### src/sv/crsr_pkg.sv
`timescale 1ns / 1ps
// ----------------------------------------------------------------------------
// crsr_pkg
// Shared types and constants of the circle ring span rasterizer.
// ----------------------------------------------------------------------------
package crsr_pkg;

  localparam int XY_W    = 16;
  localparam int RAD_W   = 12;
  localparam int LEN_W   = 13;
  localparam int COLOR_W = 16;
  localparam int SPAN_W  = 16;
  localparam int ROW_W   = 15;  // column, rows and row deltas
  localparam int ERR_W   = 18;  // midpoint error terms
  localparam int QDEPTH  = 2;
  localparam int NSPAN_FILL = 4;
  localparam int NSPAN_RING = 8;
  localparam int IDX_W   = 3;

  typedef enum logic {
    OP_LOAD    = 1'b0,
    OP_ADVANCE = 1'b1
  } op_e;

  typedef enum logic {
    KIND_SPAN = 1'b0,
    KIND_IDLE = 1'b1
  } kind_e;

  typedef enum logic [1:0] {
    MODE_IDLE,
    MODE_FILL,
    MODE_RING
  } mode_e;

  typedef logic signed [ROW_W-1:0] row_t;
  typedef logic signed [ERR_W-1:0] err_t;

  typedef struct packed {
    op_e                operation;
    logic [XY_W-1:0]    center_x;
    logic [XY_W-1:0]    center_y;
    logic [RAD_W-1:0]   radius;
    logic [RAD_W-1:0]   thickness;
    logic [COLOR_W-1:0] paint_color;
  } in_t;

  typedef struct packed {
    kind_e              kind;
    logic [XY_W-1:0]    rect_x;
    logic [XY_W-1:0]    rect_y;
    logic [LEN_W-1:0]   rect_w;
    logic [LEN_W-1:0]   rect_h;
    logic [COLOR_W-1:0] rect_color;
    logic               last;
    logic               finished;
  } out_t;

  // one column step as handed from the front to the back
  typedef struct packed {
    mode_e              mode;
    logic               done;
    logic [XY_W-1:0]    org_x;
    logic [XY_W-1:0]    org_y;
    logic [COLOR_W-1:0] color;
    row_t               col;
    row_t               row;
    logic [SPAN_W-1:0]  span;
  } step_t;

endpackage

### src/sv/crsr_front.sv
`timescale 1ns / 1ps
// ----------------------------------------------------------------------------
// crsr_front
// Takes load and advance words, runs the midpoint trackers, emits step records.
// ----------------------------------------------------------------------------
module crsr_front #(
  parameter int COORD_BITS = 16
) (
  input  logic           clk_i,
  input  logic           rst_ni,
  input  logic           in_fire_i,
  input  crsr_pkg::in_t   in_data_i,
  output logic           push_o,
  output crsr_pkg::step_t step_o
);
  import crsr_pkg::*;

  localparam int CW = COORD_BITS;

  logic              active_q, ring_q;
  logic [CW-1:0]     ox_q, oy_q;
  logic [COLOR_W-1:0] color_q;
  row_t              col_q, orow_q, odrow_q, irow_q, idrow_q;
  err_t              oerr_q, ierr_q;
  logic [SPAN_W-1:0] span_q;

  // step results
  logic              oge, ige, ifrz, iupd, done;
  row_t              orow_n, odrow_n, irow_n, idrow_n, col_n;
  err_t              oerr_n, ierr_n, odrow_x, idrow_x, col_x;
  logic [SPAN_W-1:0] span_n;

  // load values
  row_t              r_s, th_s, ri_s;

  always_comb begin
    col_x   = ERR_W'(col_q);

    oge     = ~oerr_q[ERR_W-1];
    orow_n  = oge ? orow_q - ROW_W'(1) : orow_q;
    odrow_n = oge ? odrow_q + ROW_W'(2) : odrow_q;
    odrow_x = ERR_W'(odrow_n);
    oerr_n  = oerr_q + (oge ? odrow_x : '0) + (col_x <<< 1) + ERR_W'(3);

    // inner circle stays below the column for good once it drops there
    ifrz    = irow_q < col_q;
    iupd    = ring_q && !ifrz;
    ige     = ~ierr_q[ERR_W-1];
    irow_n  = (iupd && ige) ? irow_q - ROW_W'(1) : irow_q;
    idrow_n = (iupd && ige) ? idrow_q + ROW_W'(2) : idrow_q;
    idrow_x = ERR_W'(idrow_n);
    ierr_n  = iupd ? ierr_q + (ige ? idrow_x : '0) + (col_x <<< 1) + ERR_W'(3) : ierr_q;

    if (irow_n < col_q) begin
      span_n = SPAN_W'(orow_n) - SPAN_W'(col_q) + SPAN_W'(1);
    end else begin
      span_n = SPAN_W'(orow_n) - SPAN_W'(irow_n);
    end

    col_n = col_q + ROW_W'(1);
    done  = col_n > orow_n;

    r_s  = ROW_W'(in_data_i.radius);
    th_s = ROW_W'(in_data_i.thickness);
    ri_s = r_s - th_s;
  end

  always_comb begin
    push_o        = in_fire_i && (in_data_i.operation == OP_ADVANCE);
    step_o.mode   = !active_q ? MODE_IDLE : (ring_q ? MODE_RING : MODE_FILL);
    step_o.done   = done;
    step_o.org_x  = XY_W'(ox_q);
    step_o.org_y  = XY_W'(oy_q);
    step_o.color  = color_q;
    step_o.col    = col_q;
    step_o.row    = orow_q;
    step_o.span   = span_q;
  end

  always_ff @(posedge clk_i or negedge rst_ni) begin
    if (!rst_ni) begin
      active_q <= 1'b0;
      ring_q   <= 1'b0;
      ox_q     <= '0;
      oy_q     <= '0;
      color_q  <= '0;
      col_q    <= '0;
      orow_q   <= '0;
      odrow_q  <= '0;
      oerr_q   <= '0;
      irow_q   <= '0;
      idrow_q  <= '0;
      ierr_q   <= '0;
      span_q   <= '0;
    end else if (in_fire_i) begin
      if (in_data_i.operation == OP_LOAD) begin
        active_q <= 1'b1;
        ring_q   <= in_data_i.thickness < in_data_i.radius;
        ox_q     <= in_data_i.center_x[CW-1:0];
        oy_q     <= in_data_i.center_y[CW-1:0];
        color_q  <= in_data_i.paint_color;
        col_q    <= '0;
        orow_q   <= r_s;
        odrow_q  <= ROW_W'(0) - (r_s <<< 1);
        oerr_q   <= ERR_W'(1) - ERR_W'(r_s);
        irow_q   <= ri_s;
        idrow_q  <= ROW_W'(0) - (ri_s <<< 1);
        ierr_q   <= ERR_W'(1) - ERR_W'(ri_s);
        span_q   <= SPAN_W'(in_data_i.thickness);
      end else if (active_q) begin
        active_q <= !done;
        col_q    <= col_n;
        orow_q   <= orow_n;
        odrow_q  <= odrow_n;
        oerr_q   <= oerr_n;
        irow_q   <= irow_n;
        idrow_q  <= idrow_n;
        ierr_q   <= ierr_n;
        if (ring_q) begin
          span_q <= span_n;
        end
      end
    end
  end

endmodule

### src/sv/crsr_queue.sv
`timescale 1ns / 1ps
// ----------------------------------------------------------------------------
// crsr_queue
// Short queue of step records between the front and the back.
// ----------------------------------------------------------------------------
module crsr_queue (
  input  logic            clk_i,
  input  logic            rst_ni,
  input  logic            push_i,
  input  crsr_pkg::step_t data_i,
  input  logic            pop_i,
  output crsr_pkg::step_t data_o,
  output logic            valid_o,
  output logic            full_o
);
  import crsr_pkg::*;

  localparam int PTR_W = (QDEPTH > 1) ? $clog2(QDEPTH) : 1;
  localparam int CNT_W = $clog2(QDEPTH + 1);

  step_t            slots_q [QDEPTH];
  logic [PTR_W-1:0] wr_ptr_q, rd_ptr_q;
  logic [CNT_W-1:0] cnt_q;

  assign data_o  = slots_q[rd_ptr_q];
  assign valid_o = cnt_q != '0;
  assign full_o  = cnt_q == CNT_W'(QDEPTH);

  always_ff @(posedge clk_i) begin
    if (push_i) begin
      slots_q[wr_ptr_q] <= data_i;
    end
  end

  always_ff @(posedge clk_i or negedge rst_ni) begin
    if (!rst_ni) begin
      wr_ptr_q <= '0;
      rd_ptr_q <= '0;
      cnt_q    <= '0;
    end else begin
      if (push_i) begin
        wr_ptr_q <= (wr_ptr_q == PTR_W'(QDEPTH - 1)) ? '0 : wr_ptr_q + PTR_W'(1);
      end
      if (pop_i) begin
        rd_ptr_q <= (rd_ptr_q == PTR_W'(QDEPTH - 1)) ? '0 : rd_ptr_q + PTR_W'(1);
      end
      if (push_i && !pop_i) begin
        cnt_q <= cnt_q + CNT_W'(1);
      end else if (pop_i && !push_i) begin
        cnt_q <= cnt_q - CNT_W'(1);
      end
    end
  end

endmodule

### src/sv/crsr_back.sv
`timescale 1ns / 1ps
// ----------------------------------------------------------------------------
// crsr_back
// Expands a step record into spans or idle ack, one word per cycle when ready.
// ----------------------------------------------------------------------------
module crsr_back #(
  parameter int COORD_BITS = 16
) (
  input  logic            clk_i,
  input  logic            rst_ni,
  input  crsr_pkg::step_t head_i,
  input  logic            head_valid_i,
  output logic            pop_o,
  input  logic            out_ready_i,
  output logic            out_valid_o,
  output crsr_pkg::out_t  out_data_o
);
  import crsr_pkg::*;

  localparam int CW = COORD_BITS;

  logic             out_valid_q;
  out_t             out_q, out_d;
  logic [IDX_W-1:0] idx_q, idx_last;
  logic             can_load, fire, at_last;

  logic [CW-1:0]    xp, xn, yp, yn, yt, xo, yo, px, py;
  logic [LEN_W-1:0] len_t, len_2x, len_2y, w, h;

  always_comb begin
    xp     = CW'(head_i.col);
    xn     = CW'(0) - xp;
    yp     = CW'(head_i.row);
    yn     = CW'(0) - yp;
    yt     = yp - CW'(head_i.span) + CW'(1);
    len_t  = head_i.span[LEN_W-1:0];
    len_2x = LEN_W'({head_i.col, 1'b0});
    len_2y = LEN_W'({head_i.row, 1'b0});

    case (head_i.mode)
      MODE_RING: idx_last = IDX_W'(NSPAN_RING - 1);
      MODE_FILL: idx_last = IDX_W'(NSPAN_FILL - 1);
      default:   idx_last = '0;
    endcase

    xo = xp;
    yo = yp;
    w  = LEN_W'(1);
    h  = LEN_W'(1);
    if (head_i.mode == MODE_RING) begin
      case (idx_q)
        3'd0:    begin xo = xn; yo = yn; h = len_t; end
        3'd1:    begin xo = xp; yo = yn; h = len_t; end
        3'd2:    begin xo = yt; yo = xn; w = len_t; end
        3'd3:    begin xo = yt; yo = xp; w = len_t; end
        3'd4:    begin xo = xp; yo = yt; h = len_t; end
        3'd5:    begin xo = xn; yo = yt; h = len_t; end
        3'd6:    begin xo = yn; yo = xp; w = len_t; end
        default: begin xo = yn; yo = xn; w = len_t; end
      endcase
    end else begin
      case (idx_q)
        3'd0:    begin xo = xp; yo = yn; h = len_2y; end
        3'd1:    begin xo = xn; yo = yn; h = len_2y; end
        3'd2:    begin xo = yp; yo = xn; h = len_2x; end
        default: begin xo = yn; yo = xn; h = len_2x; end
      endcase
    end

    px = CW'(head_i.org_x) + xo;
    py = CW'(head_i.org_y) + yo;

    at_last = idx_q == idx_last;
    out_d.last     = at_last;
    if (head_i.mode == MODE_IDLE) begin
      out_d.kind       = KIND_IDLE;
      out_d.rect_x     = '0;
      out_d.rect_y     = '0;
      out_d.rect_w     = '0;
      out_d.rect_h     = '0;
      out_d.rect_color = '0;
      out_d.finished   = 1'b0;
    end else begin
      out_d.kind       = KIND_SPAN;
      out_d.rect_x     = XY_W'(px);
      out_d.rect_y     = XY_W'(py);
      out_d.rect_w     = w;
      out_d.rect_h     = h;
      out_d.rect_color = head_i.color;
      out_d.finished   = head_i.done;
    end
  end

  assign can_load    = !out_valid_q || out_ready_i;
  assign fire        = can_load && head_valid_i;
  assign pop_o       = fire && at_last;
  assign out_valid_o = out_valid_q;
  assign out_data_o  = out_q;

  always_ff @(posedge clk_i) begin
    if (fire) begin
      out_q <= out_d;
    end
  end

  always_ff @(posedge clk_i or negedge rst_ni) begin
    if (!rst_ni) begin
      out_valid_q <= 1'b0;
      idx_q       <= '0;
    end else begin
      if (fire) begin
        out_valid_q <= 1'b1;
        idx_q       <= at_last ? '0 : idx_q + IDX_W'(1);
      end else if (out_ready_i) begin
        out_valid_q <= 1'b0;
      end
    end
  end

endmodule

### src/sv/circle_ring_span_rasterizer.sv
`timescale 1ns / 1ps
// ----------------------------------------------------------------------------
// circle_ring_span_rasterizer
// Midpoint circle span generator for filled discs and rings.
// ----------------------------------------------------------------------------
//
//  channel | direction | handshake             | word
//  --------+-----------+-----------------------+------------------------------
//  in      | input     | in_valid_i/in_ready_o  | load or advance command
//  out     | output    | out_valid_o/out_ready_i| one span or idle ack
//
//  a load returns no word; an advance returns 4 words on a filled disc, 8 on
//  a ring and 1 idle ack when no circle is running
//  the output port gives one word per cycle while out_ready_i is high, and
//  the front accepts a new word every cycle as long as the two-entry step
//  queue has room
//  reset clears all tracker state and the queue at once, no clearing pass
//  out_ready_i low holds the output register; the queue fills, then
//  in_ready_o drops
//
module circle_ring_span_rasterizer #(
  parameter int COORD_BITS = 16
) (
  input  logic           clk_i,
  input  logic           rst_ni,
  input  logic           in_valid_i,
  output logic           in_ready_o,
  input  crsr_pkg::in_t  in_data_i,
  output logic           out_valid_o,
  input  logic           out_ready_i,
  output crsr_pkg::out_t out_data_o
);
  import crsr_pkg::*;

  // front to queue
  logic  in_fire, push;
  step_t push_step;

  // queue to back
  step_t head;
  logic  q_valid, q_full, pop;

  // the front never blocks on the output side, only on queue space
  assign in_ready_o = !q_full;
  assign in_fire    = in_valid_i && in_ready_o;

  // trackers: outer circle, inner circle and current ring gap
  crsr_front #(
    .COORD_BITS(COORD_BITS)
  ) u_front (
    .clk_i     (clk_i),
    .rst_ni    (rst_ni),
    .in_fire_i (in_fire),
    .in_data_i (in_data_i),
    .push_o    (push),
    .step_o    (push_step)
  );

  // decouples step computation from span output
  crsr_queue u_queue (
    .clk_i   (clk_i),
    .rst_ni  (rst_ni),
    .push_i  (push),
    .data_i  (push_step),
    .pop_i   (pop),
    .data_o  (head),
    .valid_o (q_valid),
    .full_o  (q_full)
  );

  // span sequencer with registered output
  crsr_back #(
    .COORD_BITS(COORD_BITS)
  ) u_back (
    .clk_i        (clk_i),
    .rst_ni       (rst_ni),
    .head_i       (head),
    .head_valid_i (q_valid),
    .pop_o        (pop),
    .out_ready_i  (out_ready_i),
    .out_valid_o  (out_valid_o),
    .out_data_o   (out_data_o)
  );

  // no step record dropped on a full queue
  a_push_room: assert property (@(posedge clk_i) disable iff (!rst_ni)
    push |-> !q_full)
    else $error("step pushed into full queue");

  // back only retires a record that is there
  a_pop_valid: assert property (@(posedge clk_i) disable iff (!rst_ni)
    pop |-> q_valid)
    else $error("pop from empty queue");

  // idle ack is a single closing word of no finished circle
  a_idle_word: assert property (@(posedge clk_i) disable iff (!rst_ni)
    (out_valid_o && out_data_o.kind == KIND_IDLE) |->
      (out_data_o.last && !out_data_o.finished))
    else $error("malformed idle ack");

  // spans of one step leave without gaps
  a_no_bubble: assert property (@(posedge clk_i) disable iff (!rst_ni)
    (out_valid_o && out_ready_i && !out_data_o.last) |=> out_valid_o)
    else $error("bubble inside a step");

endmodule

### config.mk
export PLATFORM = sky130hd
export DESIGN_NAME = circle_ring_span_rasterizer
export DESIGN_NICKNAME = d
export VERILOG_FILES = /design/src/sv/crsr_pkg.sv /design/src/sv/crsr_front.sv /design/src/sv/crsr_queue.sv /design/src/sv/crsr_back.sv /design/src/sv/circle_ring_span_rasterizer.sv
export SDC_FILE = /design/constraint.sdc
export NUM_CORES = 1
export LEC_CHECK = 0
export ABC_AREA = 1
export BUFFER_PORTS_ARGS = -buffer_cell sky130_fd_sc_hd__buf_2
export CAP_MARGIN = 20
export CORE_ASPECT_RATIO = 0.5
export CORE_MARGIN = 8
export CORE_UTILIZATION = 53
export DETAILED_ROUTE_END_ITERATION = 10
export PLACE_DENSITY_LB_ADDON = 0.3
export SETUP_SLACK_MARGIN = 0.5
export SYNTH_ARGS = -nofsm -noshare
export SYNTH_HDL_FRONTEND = slang
export SYNTH_HIERARCHICAL = 1
export SYNTH_SLANG_ARGS = --single-unit
export TNS_END_PERCENT = 5
### constraint.sdc
create_clock -name clk_i -period 14.2 [get_ports clk_i]
set_input_delay 2.13 -clock clk_i [delete_from_list [all_inputs] [get_ports clk_i]]
set_output_delay 2.13 -clock clk_i [all_outputs]
set_load 0.01 [all_outputs]
### Word level (Yosys, flattened, before mapping)

Memory sizes are Yosys's and may differ from the RTL's.
Index checks and enable logic that the tools add are counted.

| cells by class | value |
|---|---|
| reduce and logical (&&, ||, !) cells | 32 |
| bitwise logic cells | 3 |
| equal/unequal tests | 13 |
| mux-type cells | 51 |
| $add $sub $neg | 30 |
| $lt $le $gt $ge | 4 |

Operators by type and width:

| kind | count |
|---|---|
| $mux 15 | 14 |
| $pmux 16 s3 | 3 |
| $mux 18 | 7 |
| $mux 16 | 7 |
| $mux 75 | 1 |
| $add 18x18->18 | 4 |
| $mux 13 | 5 |
| $add 18x2->18 const B | 2 |
| $add 16x16->16 | 2 |
| $sub 1x15->16 const A | 2 |
| $sub 15x15->16 | 2 |
| $add 15x3->15 const B | 2 |
| $lt 15x15->1 | 2 |
| $sub 15x2->15 const B | 2 |
| $add 16x1->16 const B | 1 |
| $add 16x2->16 const B | 1 |
| $sub 16x16->16 | 1 |
| $add 15x2->15 const B | 1 |
| $gt 15x15->1 | 1 |
| $sub 1x14->15 const A | 1 |
| $sub 1x13->14 const A | 1 |
| $sub 2x13->14 const A | 1 |
| $sub 1x12->13 const A | 1 |
| $sub 12x12->13 | 1 |
| other kinds (28) | 68 |

| storage, ports and cells | value |
|---|---|
| output and inout bits | 79 |
| input bits | 77 |
| logic and storage cells | 161 |
| register bits | 262 |
| memories | 1 |
| memory bits (writable) | 194 |

Memory list:

| name | depth | width | read ports | clocked after Yosys merged registers in | write ports | RTL line | source |
|---|---|---|---|---|---|---|---|
| u_queue.slots_q | 2 | 97 | 1 | 0 | 1 | crsr_queue.sv:21 | `step_t slots_q [QDEPTH];` |

### Logic depth before layout (Yosys ltp)

Gate-level depths: netlist of run 1.

| depth | value |
|---|---|
| word-level depth | 12 |
| mapped depth | 36 |
| gate-level depth less buffers | 36 |

### By module

Netlist of run 1, hierarchy kept.

By module, submodules not included:

| module | instances | area each (µm²) | cells each |
|---|---|---|---|
| crsr_front | 1 | 14976.9 | 2066 |
| crsr_back | 1 | 7878.8 | 1075 |
| crsr_queue | 1 | 7279.5 | 327 |
| circle_ring_span_rasterizer | 1 | 13.8 | 3 |

### Worst setup path after synthesis of run 1

No wires, ideal clock.

| timing path | value |
|---|---|
| path type | input port to flip-flop |
| start | input in_valid_i |
| end | memory u_queue/slots_q[0][0] (netlist name) (enable) |
| arrival | 6.583 ns |
| setup slack | 7.061 ns |
| stages | 6 |
| setup time | 0.556 ns |
| path buffers | 0 |
| path through | inv_1 nor2_2 nand2_1 inv_1 inv_1 nor2_1 |

| on the way | value |
|---|---|
| cells in the longest elaborated chain, start to end | 4 |

RTL lines:

| item | RTL line | source |
|---|---|---|
| start, declared | circle_ring_span_rasterizer.sv:26 | `input logic in_valid_i,` |
| $logic_and 1x1->1 | circle_ring_span_rasterizer.sv:45 | `assign in_fire = in_valid_i && in_ready_o;` |
| named net in_fire | circle_ring_span_rasterizer.sv:36 | `logic in_fire, push;` |
| $logic_and 1x1->1 | crsr_front.sv:69 | `push_o = in_fire_i && (in_data_i.operation == OP_ADVANCE);` |
| named net push | circle_ring_span_rasterizer.sv:36 |  |
| $mux 1 | crsr_queue.sv:30 | `if (push_i) begin` |
| $mux 1 (implied by the code) | crsr_queue.sv:31 | `slots_q[wr_ptr_q] <= data_i;` |
| end, declared | crsr_queue.sv:21 |  |

The timed path passes the listed nets, and every way through them passes these cells.

### Worst setup path after layout of run 1

| timing path | value |
|---|---|
| start | register u_front.col_q[14] |
| end | register u_front.ierr_q[16] |

| on the way | value |
|---|---|
| cells in the longest elaborated chain, start to end | 12 |
| elaborated cells on any way between the ends | 14 |
| classes of those cells | add/sub: 3; order compare: 1; eq/ne: 1; mux: 5; reduce/logical: 4 |

RTL lines:

| item | RTL line | source |
|---|---|---|
| start, declared | crsr_front.sv:23 | `row_t col_q, orow_q, odrow_q, irow_q, idrow_q;` |
| start signal, assigned | crsr_front.sv:112 | `col_q <= col_n;` |
| $lt 15x15->1 | crsr_front.sv:46 | `ifrz = irow_q < col_q;` |
| $logic_not 1->1 | crsr_front.sv:47 | `iupd = ring_q && !ifrz;` |
| $logic_and 1x1->1 | crsr_front.sv:47 |  |
| $logic_and 1x1->1 | crsr_front.sv:50 | `idrow_n = (iupd && ige) ? idrow_q + ROW_W'(2) : idrow_q;` |
| $mux 15 | crsr_front.sv:50 |  |
| $mux 18 | crsr_front.sv:52 | `ierr_n = iupd ? ierr_q + (ige ? idrow_x : '0) + (col_x <<< 1) + ERR_W'(3) : ierr_q;` |
| $add 18x18->18 (2 in series) | crsr_front.sv:52 |  |
| $add 18x2->18 | crsr_front.sv:52 |  |
| $mux 18 | crsr_front.sv:52 |  |
| $mux 18 | crsr_front.sv:110 | `end else if (active_q) begin` |
| $mux 18 | crsr_front.sv:96 | `if (in_data_i.operation == OP_LOAD) begin` |
| end signal, assigned | crsr_front.sv:108 | `ierr_q <= ERR_W'(1) - ERR_W'(ri_s);` |
| end signal, assigned | crsr_front.sv:118 | `ierr_q <= ierr_n;` |
| end, declared | crsr_front.sv:24 | `err_t oerr_q, ierr_q;` |

Several ways; a longest one is shown, not always the timed one. The select of a mux whose other input is x is not followed.
A chain may end at the register's enable or synchronous reset.

==> results.md, run 1 <==
* Gr usage total at a little over a quarter
* DRT Pass-1 Iters at 8
* Dominant cell type by area after synthesis: edfxtp_1
* Largest net degree at the start of global routing at 94
* Total stage count of the critical path at 31
* Main flop type after synthesis: edfxtp_1
* DRT Wirelength at 92800 µm
* Setup TNS at 0 ns
* Cell count of the worst reg-to-reg path at 31
* DR WL/cell at approximately 21 µm
* Critical path peak fanout at 16
* DRC Markers at 0
* Avg Cell Area, Syn at between 8 and 9 µm²
* Post-synthesis sequential area ratio at 42.2%
* Final setup viols at 0
* Leakage at between 15 and 20 nW
* Yosys top cell area share at 27.0%
* CP dominant cell by count: nand2_1
* Register area at roughly 13000 µm²
* Outcome: completed
* CTS root buf: clkbuf_16
* Power Density at 277 nW/µm²
* Filler cell count at 4908
* Largest cells by area after synthesis: edfxtp_1 (27%), dfrtp_1 (15%), ha_1 (9.0%), nand2_1 (8.4%), inv_1 (5.3%)
* Distinct cells, synth at 73
* Num CTS Buffers at 43
* WS Path Type: flop to flop
* Worst setup margin at roughly 8.5 ns
* Final antenna-violating net count at 0
* Fraction of layout cells with a size suffix above 1 at 12.6%
* CP max-delay cell: dfrtp_1
* Area Overhead vs Synth at 10.1%
* Vias in the first global route at 24502
* Post-CTS Repair Setup Buffers at 0
* Cell area after synthesis at approximately 30000 µm²
* Most common cell in the netlist: nand2_1
* Via count at 25635
* Placed cells at 4301
* Input/output buffers at 155
* Initial Util at a little over half
* Post-synth ARST share at roughly two fifths
* Startpoint Class: flop
* Width of the die at 353 µm
* Peak VDD IR at 0.000130 V
* Hold Fails Final Rpt at 0
* CP bufs+invs at 2
* Synthesized instance count at 3471
* Die footprint at 65200 µm²
* Hold Buf Count CTS at 0
* Core box area at 55900 µm²
* Fin crit share at between 30% and 40%
* CP delay by family, top: simple AND/OR/NAND/NOR gates
* CTS tree: done
* Synth Warn # at 6
* Grt total ovfl at 0
* Post-CTS sizing at 0
* HPWL Detailed at 67900 µm
* Relative slew slack at about 28%
* EDFF count, synth at 271
* WHS Path Cells at 0
* Non-filler instance count after layout at about 4400
* Longest Clk Path Bufs at 3
* Final nets at 3921
* Max cap viols at 0
* Starting DRT DRC Count at 2830
* Slew Viols, Final at 0
* Clk_skew at 0.0258 ns
* Pre-CTS setup slack at 8.59 ns
* Post-layout min period at about 5.7 ns
* H-tree depth at 2
* CP Capture Type: flop
* Crit path largest cell delay at 0.81 ns
* # rows at 61
* Area of the multi-input gates at 15300 µm²
* Register bit total from synthesis at 454
* Die Y at ~180 µm
* Fmax at 177 MHz
* Worst-path clk slew at 0.07 ns
* Placer Congestion at 1.00
* Worst EP required at 14.70 ns
* Initial antenna violation count at 0
* CP Data Arrival Time at 6.15 ns
* RSZ-0062 raised after global routing: false
* Tightest Hold Check Type: flop to flop
* IO Pins at around 160
* CTS sink count at 454
* Global-route wire length before repair at 142000 µm
* Worst Tran Pin Value at 1.06 ns
* Synth cell count leaders: nand2_1 (674), inv_1 (422), a21oi_1 (278)
* Clock Latency Late Sink at 0.60 ns
* Mean number of vias per cell at 5.85
per-layer routing:
metal	track usage (%)	share of wire, %	vias up
li1	-	-	12025
met1	37.5	43	12262
met2	44.2	45	1166
met3	4.92	8.3	182
met4	8.44	3.1	0
met5	0	0	-
path summary, 6_finish.rpt:
path	slack [ns]	start	endpoint
max in group asynchronous	11.16	rst_ni	u_queue/rd_ptr_q
worst min register to register	0.47	u_front/color_q[7]	u_queue/slots_q[0][53]
worst max-delay path	8.55	u_front/col_q[14]	u_front/ierr_q[16]
worst min-delay path	0.47	u_front/color_q[7]	u_queue/slots_q[0][53]
min in group asynchronous	1.58	rst_ni	u_front/irow_q[7]
worst max register to register	8.55	u_front/col_q[14]	u_front/ierr_q[16]
worst reg2reg max path, delay by kind of cell, from the launching register on:
family / cells / cell delay, ns
XOR/XNOR: 2 / 0.29
flip-flops: 1 / 0.81
adder cells (fa/ha/maj): 3 / 1.25
AO/OA/AOI/OAI: 3 / 0.42
buffers and inverters: 2 / 0.54
AND/OR/NAND/NOR: 21 / 2.24
placed cells by master (no fill, tap or decap), types with 100 or more instances in the layout:
cell / Yosys / routed
o21ai_0: 203 / 202
ha_1: 216 / 214
dfrtp_1: 183 / 182
a21oi_1: 278 / 277
nand2_1: 674 / 674
xor2_1: 100 / 100
nor2_1: 270 / 267
buf_2: 15 / 154
edfxtp_1: 271 / 271
inv_1: 422 / 418
nand3_1: 177 / 177
sequential cells by signal (all words and copies together) (netlist names):
register / count
u_back/idx_q: 3
u_back/out_data_o: 77
u_back/out_valid_o: 1
u_front/active_q: 1
u_front/col_q: 15
u_front/color_q: 16
u_front/idrow_q: 14
u_front/ierr_q: 18
u_front/irow_q: 15
u_front/odrow_q: 14
u_front/oerr_q: 18
u_front/orow_q: 15
u_front/ox_q: 16
u_front/oy_q: 16
u_front/ring_q: 1
u_front/span_q: 16
u_queue/cnt_q: 2
u_queue/rd_ptr_q: 1
u_queue/slots_q: 194
u_queue/wr_ptr_q: 1
stage by stage:
stage	utilization [%]	cell area, µm²	hold slack [ns]	power [mW]
floorplan	-	30200	0.442	6.24
CTS	59.4	33200	0.459	9.12
detailed placement	56.6	31600	0.456	7.81
global route	59.4	33200	0.468	9.89
global placement	56.6	31600	0.449	7.72
finish	59.4	33200	0.466	9.20
layout make-up:
type                    instances  share of cell area, %
diodes                          1                0.00754
clock buffers                  56                   3.63
clock inverters                24                   1.08
inverters                     448                   5.09
multi-input cells            2463                   46.1
flip-flops and latches        454                   38.3
well taps                     756                   2.85
repair buffers                180                   2.93
logic make-up after synthesis:
logic type / synth area share (%)
other: 0.0124
buffers and inverters: 7.22
multiplexers: 3.87
AND/OR/NAND/NOR: 17.9
flip-flops: 42.2
AO/OA/AOI/OAI: 13.5
XOR/XNOR: 3.80
adder cells (fa/ha/maj): 11.5
power by group:
group	leakage (nW)	switching (mW)	internal [mW]	total (mW)
logic	9.76	3.66	1.95	5.60
clock network	0.737	0.560	0.711	1.27
registers	4.77	0.325	2.00	2.33
Power figures use the tool's default switching activity.
==> run 2, diff against run 1 <==
--- a/config.mk
+++ b/config.mk
@@ -5,7 +5,7 @@
 export SDC_FILE = /design/constraint.sdc
 export NUM_CORES = 1
 export LEC_CHECK = 0
-export ABC_AREA = 1
+export ABC_AREA = 0
 export BUFFER_PORTS_ARGS = -buffer_cell sky130_fd_sc_hd__buf_2
 export CAP_MARGIN = 20
 export CORE_ASPECT_RATIO = 0.5
==> constraint.sdc (replaced) <==
create_clock -name clk_i -period 5.15 [get_ports clk_i]
set_input_delay 0.7725 -clock clk_i [delete_from_list [all_inputs] [get_ports clk_i]]
set_output_delay 0.7725 -clock clk_i [all_outputs]
set_load 0.01 [all_outputs]
==> results.md, run 2 <==
* CP Data Arrival Time at around 5.7 ns
* Avg Cell Area, Syn at 9.77 µm²
* CP Capture Type: flop
* Sw frac at 47.8%
* Vias in the first global route at 26148
* Tightest Hold Check Type: primary input to async pin
* Synth Warn # at 6
* Yosys top cell area share at 26.9%
* WHS at between 0.2 and 0.25 ns
* Dominant cell type by area after synthesis: edfxtp_1
* H-tree depth at 2
* Startpoint Class: flop
* Cell area after synthesis at a little over 30000 µm²
* Area Overhead vs Synth at 20.9%
* Mean number of vias per cell at 6.39
* Register bit total from synthesis at 454
* Relative slew slack at between 20% and 30%
* Clk_skew at between 0.05 and 0.06 ns
* Post-synth ARST share at 40.3%
* Fin crit share at 101%
* Slew Viols, Final at 0
* DRT Wirelength at 122000 µm
* # rows at 62
* Max cap viols at 0
* Post-layout min period at 5.18 ns
* Gr usage total at a little over a third
* CP max-delay cell: or4_4
* Worst-path clk slew at 0.07 ns
* Register share of total power at between 20% and 30%
* Logic pwr share at between 60% and 70%
* Worst setup margin at -0.0271 ns
* Die footprint at 65500 µm²
* Final nets at 3872
* Fmax at around 190 MHz
* Final antenna-violating net count at 0
* Commonest cells after routing, fill and taps aside: buf_4 (391), nand2_1 (374), edfxtp_1 (271)
* P_int at between 15 and 20 mW
* Critical path peak fanout at 3
* HPWL Detailed at 94800 µm
* Most common cell in the netlist: nand2_1
* Via count at 27788
* Longest Clk Path Bufs at 3
* Width of the die at about 350 µm
* Cell count of the worst reg-to-reg path at 24
* Synth cell count leaders: nand2_1 (380), edfxtp_1 (271), a21oi_1 (240)
* Global-route wire length before repair at 176000 µm
* Worst Tran Pin Value at 1.17 ns
* Fraction of layout cells with a size suffix above 1 at 24.5%
* Design Power at around 31 mW
* Clock Latency Late Sink at 0.62 ns
* Placer Congestion at around 1.1
* Crit path largest cell delay at about 0.54 ns
* DRC Markers at 0
* WS Path Type: flop to flop
* Distinct cells, synth at 92
* P_sw at 14.7 mW
* DRT Pass-1 Iters at 6
* Cell Area, Placed at ~34000 µm²
* CTS sink count at 454
* Leakage at between 15 and 20 nW
* Grt total ovfl at 0
* Core box area at 56900 µm²
* Crit path cell chain: inv_1, ha_1, nand2_1, or4_4, o21ai_4, buf_4, buf_6, and2_4, mux2i_2, nor2_1, fa_1, ha_1, buf_4, a21o_1, a21oi_1, o21bai_1, a21oi_2, o21ai_0, buf_4, a21oi_1, nor2b_2, xnor2_1, nand2_1, a21oi_1
* Synthesized instance count at between 3000 and 4000
* Outcome: finished with violations
* Largest cells by area after synthesis: edfxtp_1 (27%), dfrtp_1 (15%), ha_1 (8.9%), nand2_1 (4.7%), a21oi_1 (4.0%)
* DR WL/cell at 28.0 µm
* Hold Buf Count CTS at 0
* IO Pins at around 160
* Initial antenna violation count at 6
* CP delay by family, top: compound AO/OA/AOI/OAI gates
* Commonest non-fill, non-tap cell in the layout: buf_4
* RSZ-0062 raised after global routing: true
* Hold Fails Final Rpt at 0
* Finished Cell Area at 36600 µm²
* Num CTS Buffers at 42
* Final setup viols at 3
* Power Density at approximately 840 nW/µm²
* CTS tree: done
* Initial Util at 53.2%
* Placed cells at ~4200
* Failing checks: setup timing
* CP bufs+invs at 5
* Starting DRT DRC Count at 4182
* Post-synthesis sequential area ratio at a little over two fifths
* Die Y at 185 µm
* Largest net degree at the start of global routing at 101
* Non-filler instance count after layout at 4351
* Input/output buffers at 155
* CTS root buf: clkbuf_16
* Total stage count of the critical path at 24
* Clock network fraction of total power at 11.0%
* Largest Register: u_queue/slots_q
* Max reg flops at 194
* Main flop type after synthesis: edfxtp_1
* Peak VDD IR at around 0.00049 V
* Worst EP required at 5.69 ns
* EDFF count, synth at 271
-- run 2: worst register-to-register path, cell delays in order (launching register included) --
cell      delay, ns
dfrtp_1        0.35
inv_1          0.08
ha_1           0.30
nand2_1        0.05
or4_4          0.54
o21ai_4        0.21
buf_4          0.15
buf_6          0.09
and2_4         0.20
mux2i_2        0.28
nor2_1         0.08
fa_1           0.45
ha_1           0.30
buf_4          0.15
a21o_1         0.15
a21oi_1        0.22
o21bai_1       0.13
a21oi_2        0.20
o21ai_0        0.12
buf_4          0.20
a21oi_1        0.24
nor2b_2        0.22
xnor2_1        0.13
nand2_1        0.07
a21oi_1        0.19
-- run 2: final timing paths --
check                                 start                endpoint  slack [ns]
max in group asynchronous            rst_ni         u_front/ox_q[3]        3.68
min reg2reg                 u_front/oy_q[8]  u_queue/slots_q[0][70]        0.47
min in group clk_i             in_data_i[1]      u_front/color_q[1]        0.36
min                                  rst_ni      u_front/idrow_q[1]        0.24
max reg2reg                u_front/col_q[7]      u_front/ierr_q[14]       -0.03
max                        u_front/col_q[7]      u_front/ierr_q[14]       -0.03
-- run 2: layer usage --
metal | GRT usage (%) | wire, µm
met5 | 0 | 49
met4 | 4.86 | 1670
met3 | 20.3 | 22800
met2 | 41.2 | 41000
met1 | 57.1 | 56200
-- run 2: per-stage QoR --
step | util [%] | TNS (ns) | worst slack, ns
after floorplan | - | 0 | 0.0410
after global placement | 60.3 | -0.708 | -0.155
after detailed placement | 60.3 | -1.35 | -0.164
after CTS | 63.8 | 0 | 0.142
after global routing | 64.3 | -3.15 | -0.170
final | 64.4 | -0.0582 | -0.0271
-- run 2: cell families (layout without fill, tap and decap cells) --
family	after synthesis	in the layout	share of synthesized area [%]
simple gates	988	988	15.5
compound gates	726	726	15.3
flops	454	454	42.0
buf+inv	313	789	4.13
fa+ha+maj	254	254	11.4
xor+xnor	237	237	6.86
mux	124	124	4.77
other cells	1	11	0.0124
-- run 2: layout make-up --
| class | instances | area [µm²] |
|---|---|---|
| Inverter | 150 | 567 |
| Fill cell | 4580 | 20300 |
| Clock buffer | 55 | 1160 |
| Tap cell | 768 | 961 |
| Antenna cell | 9 | 22.5 |
| Sequential cell | 454 | 12700 |
| Multi-Input combinational cell | 2331 | 16900 |
| Clock inverter | 22 | 278 |
| Timing Repair Buffer | 562 | 3950 |
-- run 2: power groups by stage --
stage	clock (mW)	combinational (mW)	sequential [mW]
after floorplan	0	10.8	6.34
after CTS	3.40	19.6	6.39
after global routing	3.56	22.1	6.55
final	3.37	20.9	6.43
after global placement	0	18.4	6.36
after detailed placement	0	18.8	6.44
-- run 2: repair_timing --
item	CTS	global route
gates resized for setup	90	51
endpoints found under the setup margin	42	47
pin swaps	33	34
endpoints found under the hold margin	0	0
setup buffers	11	12
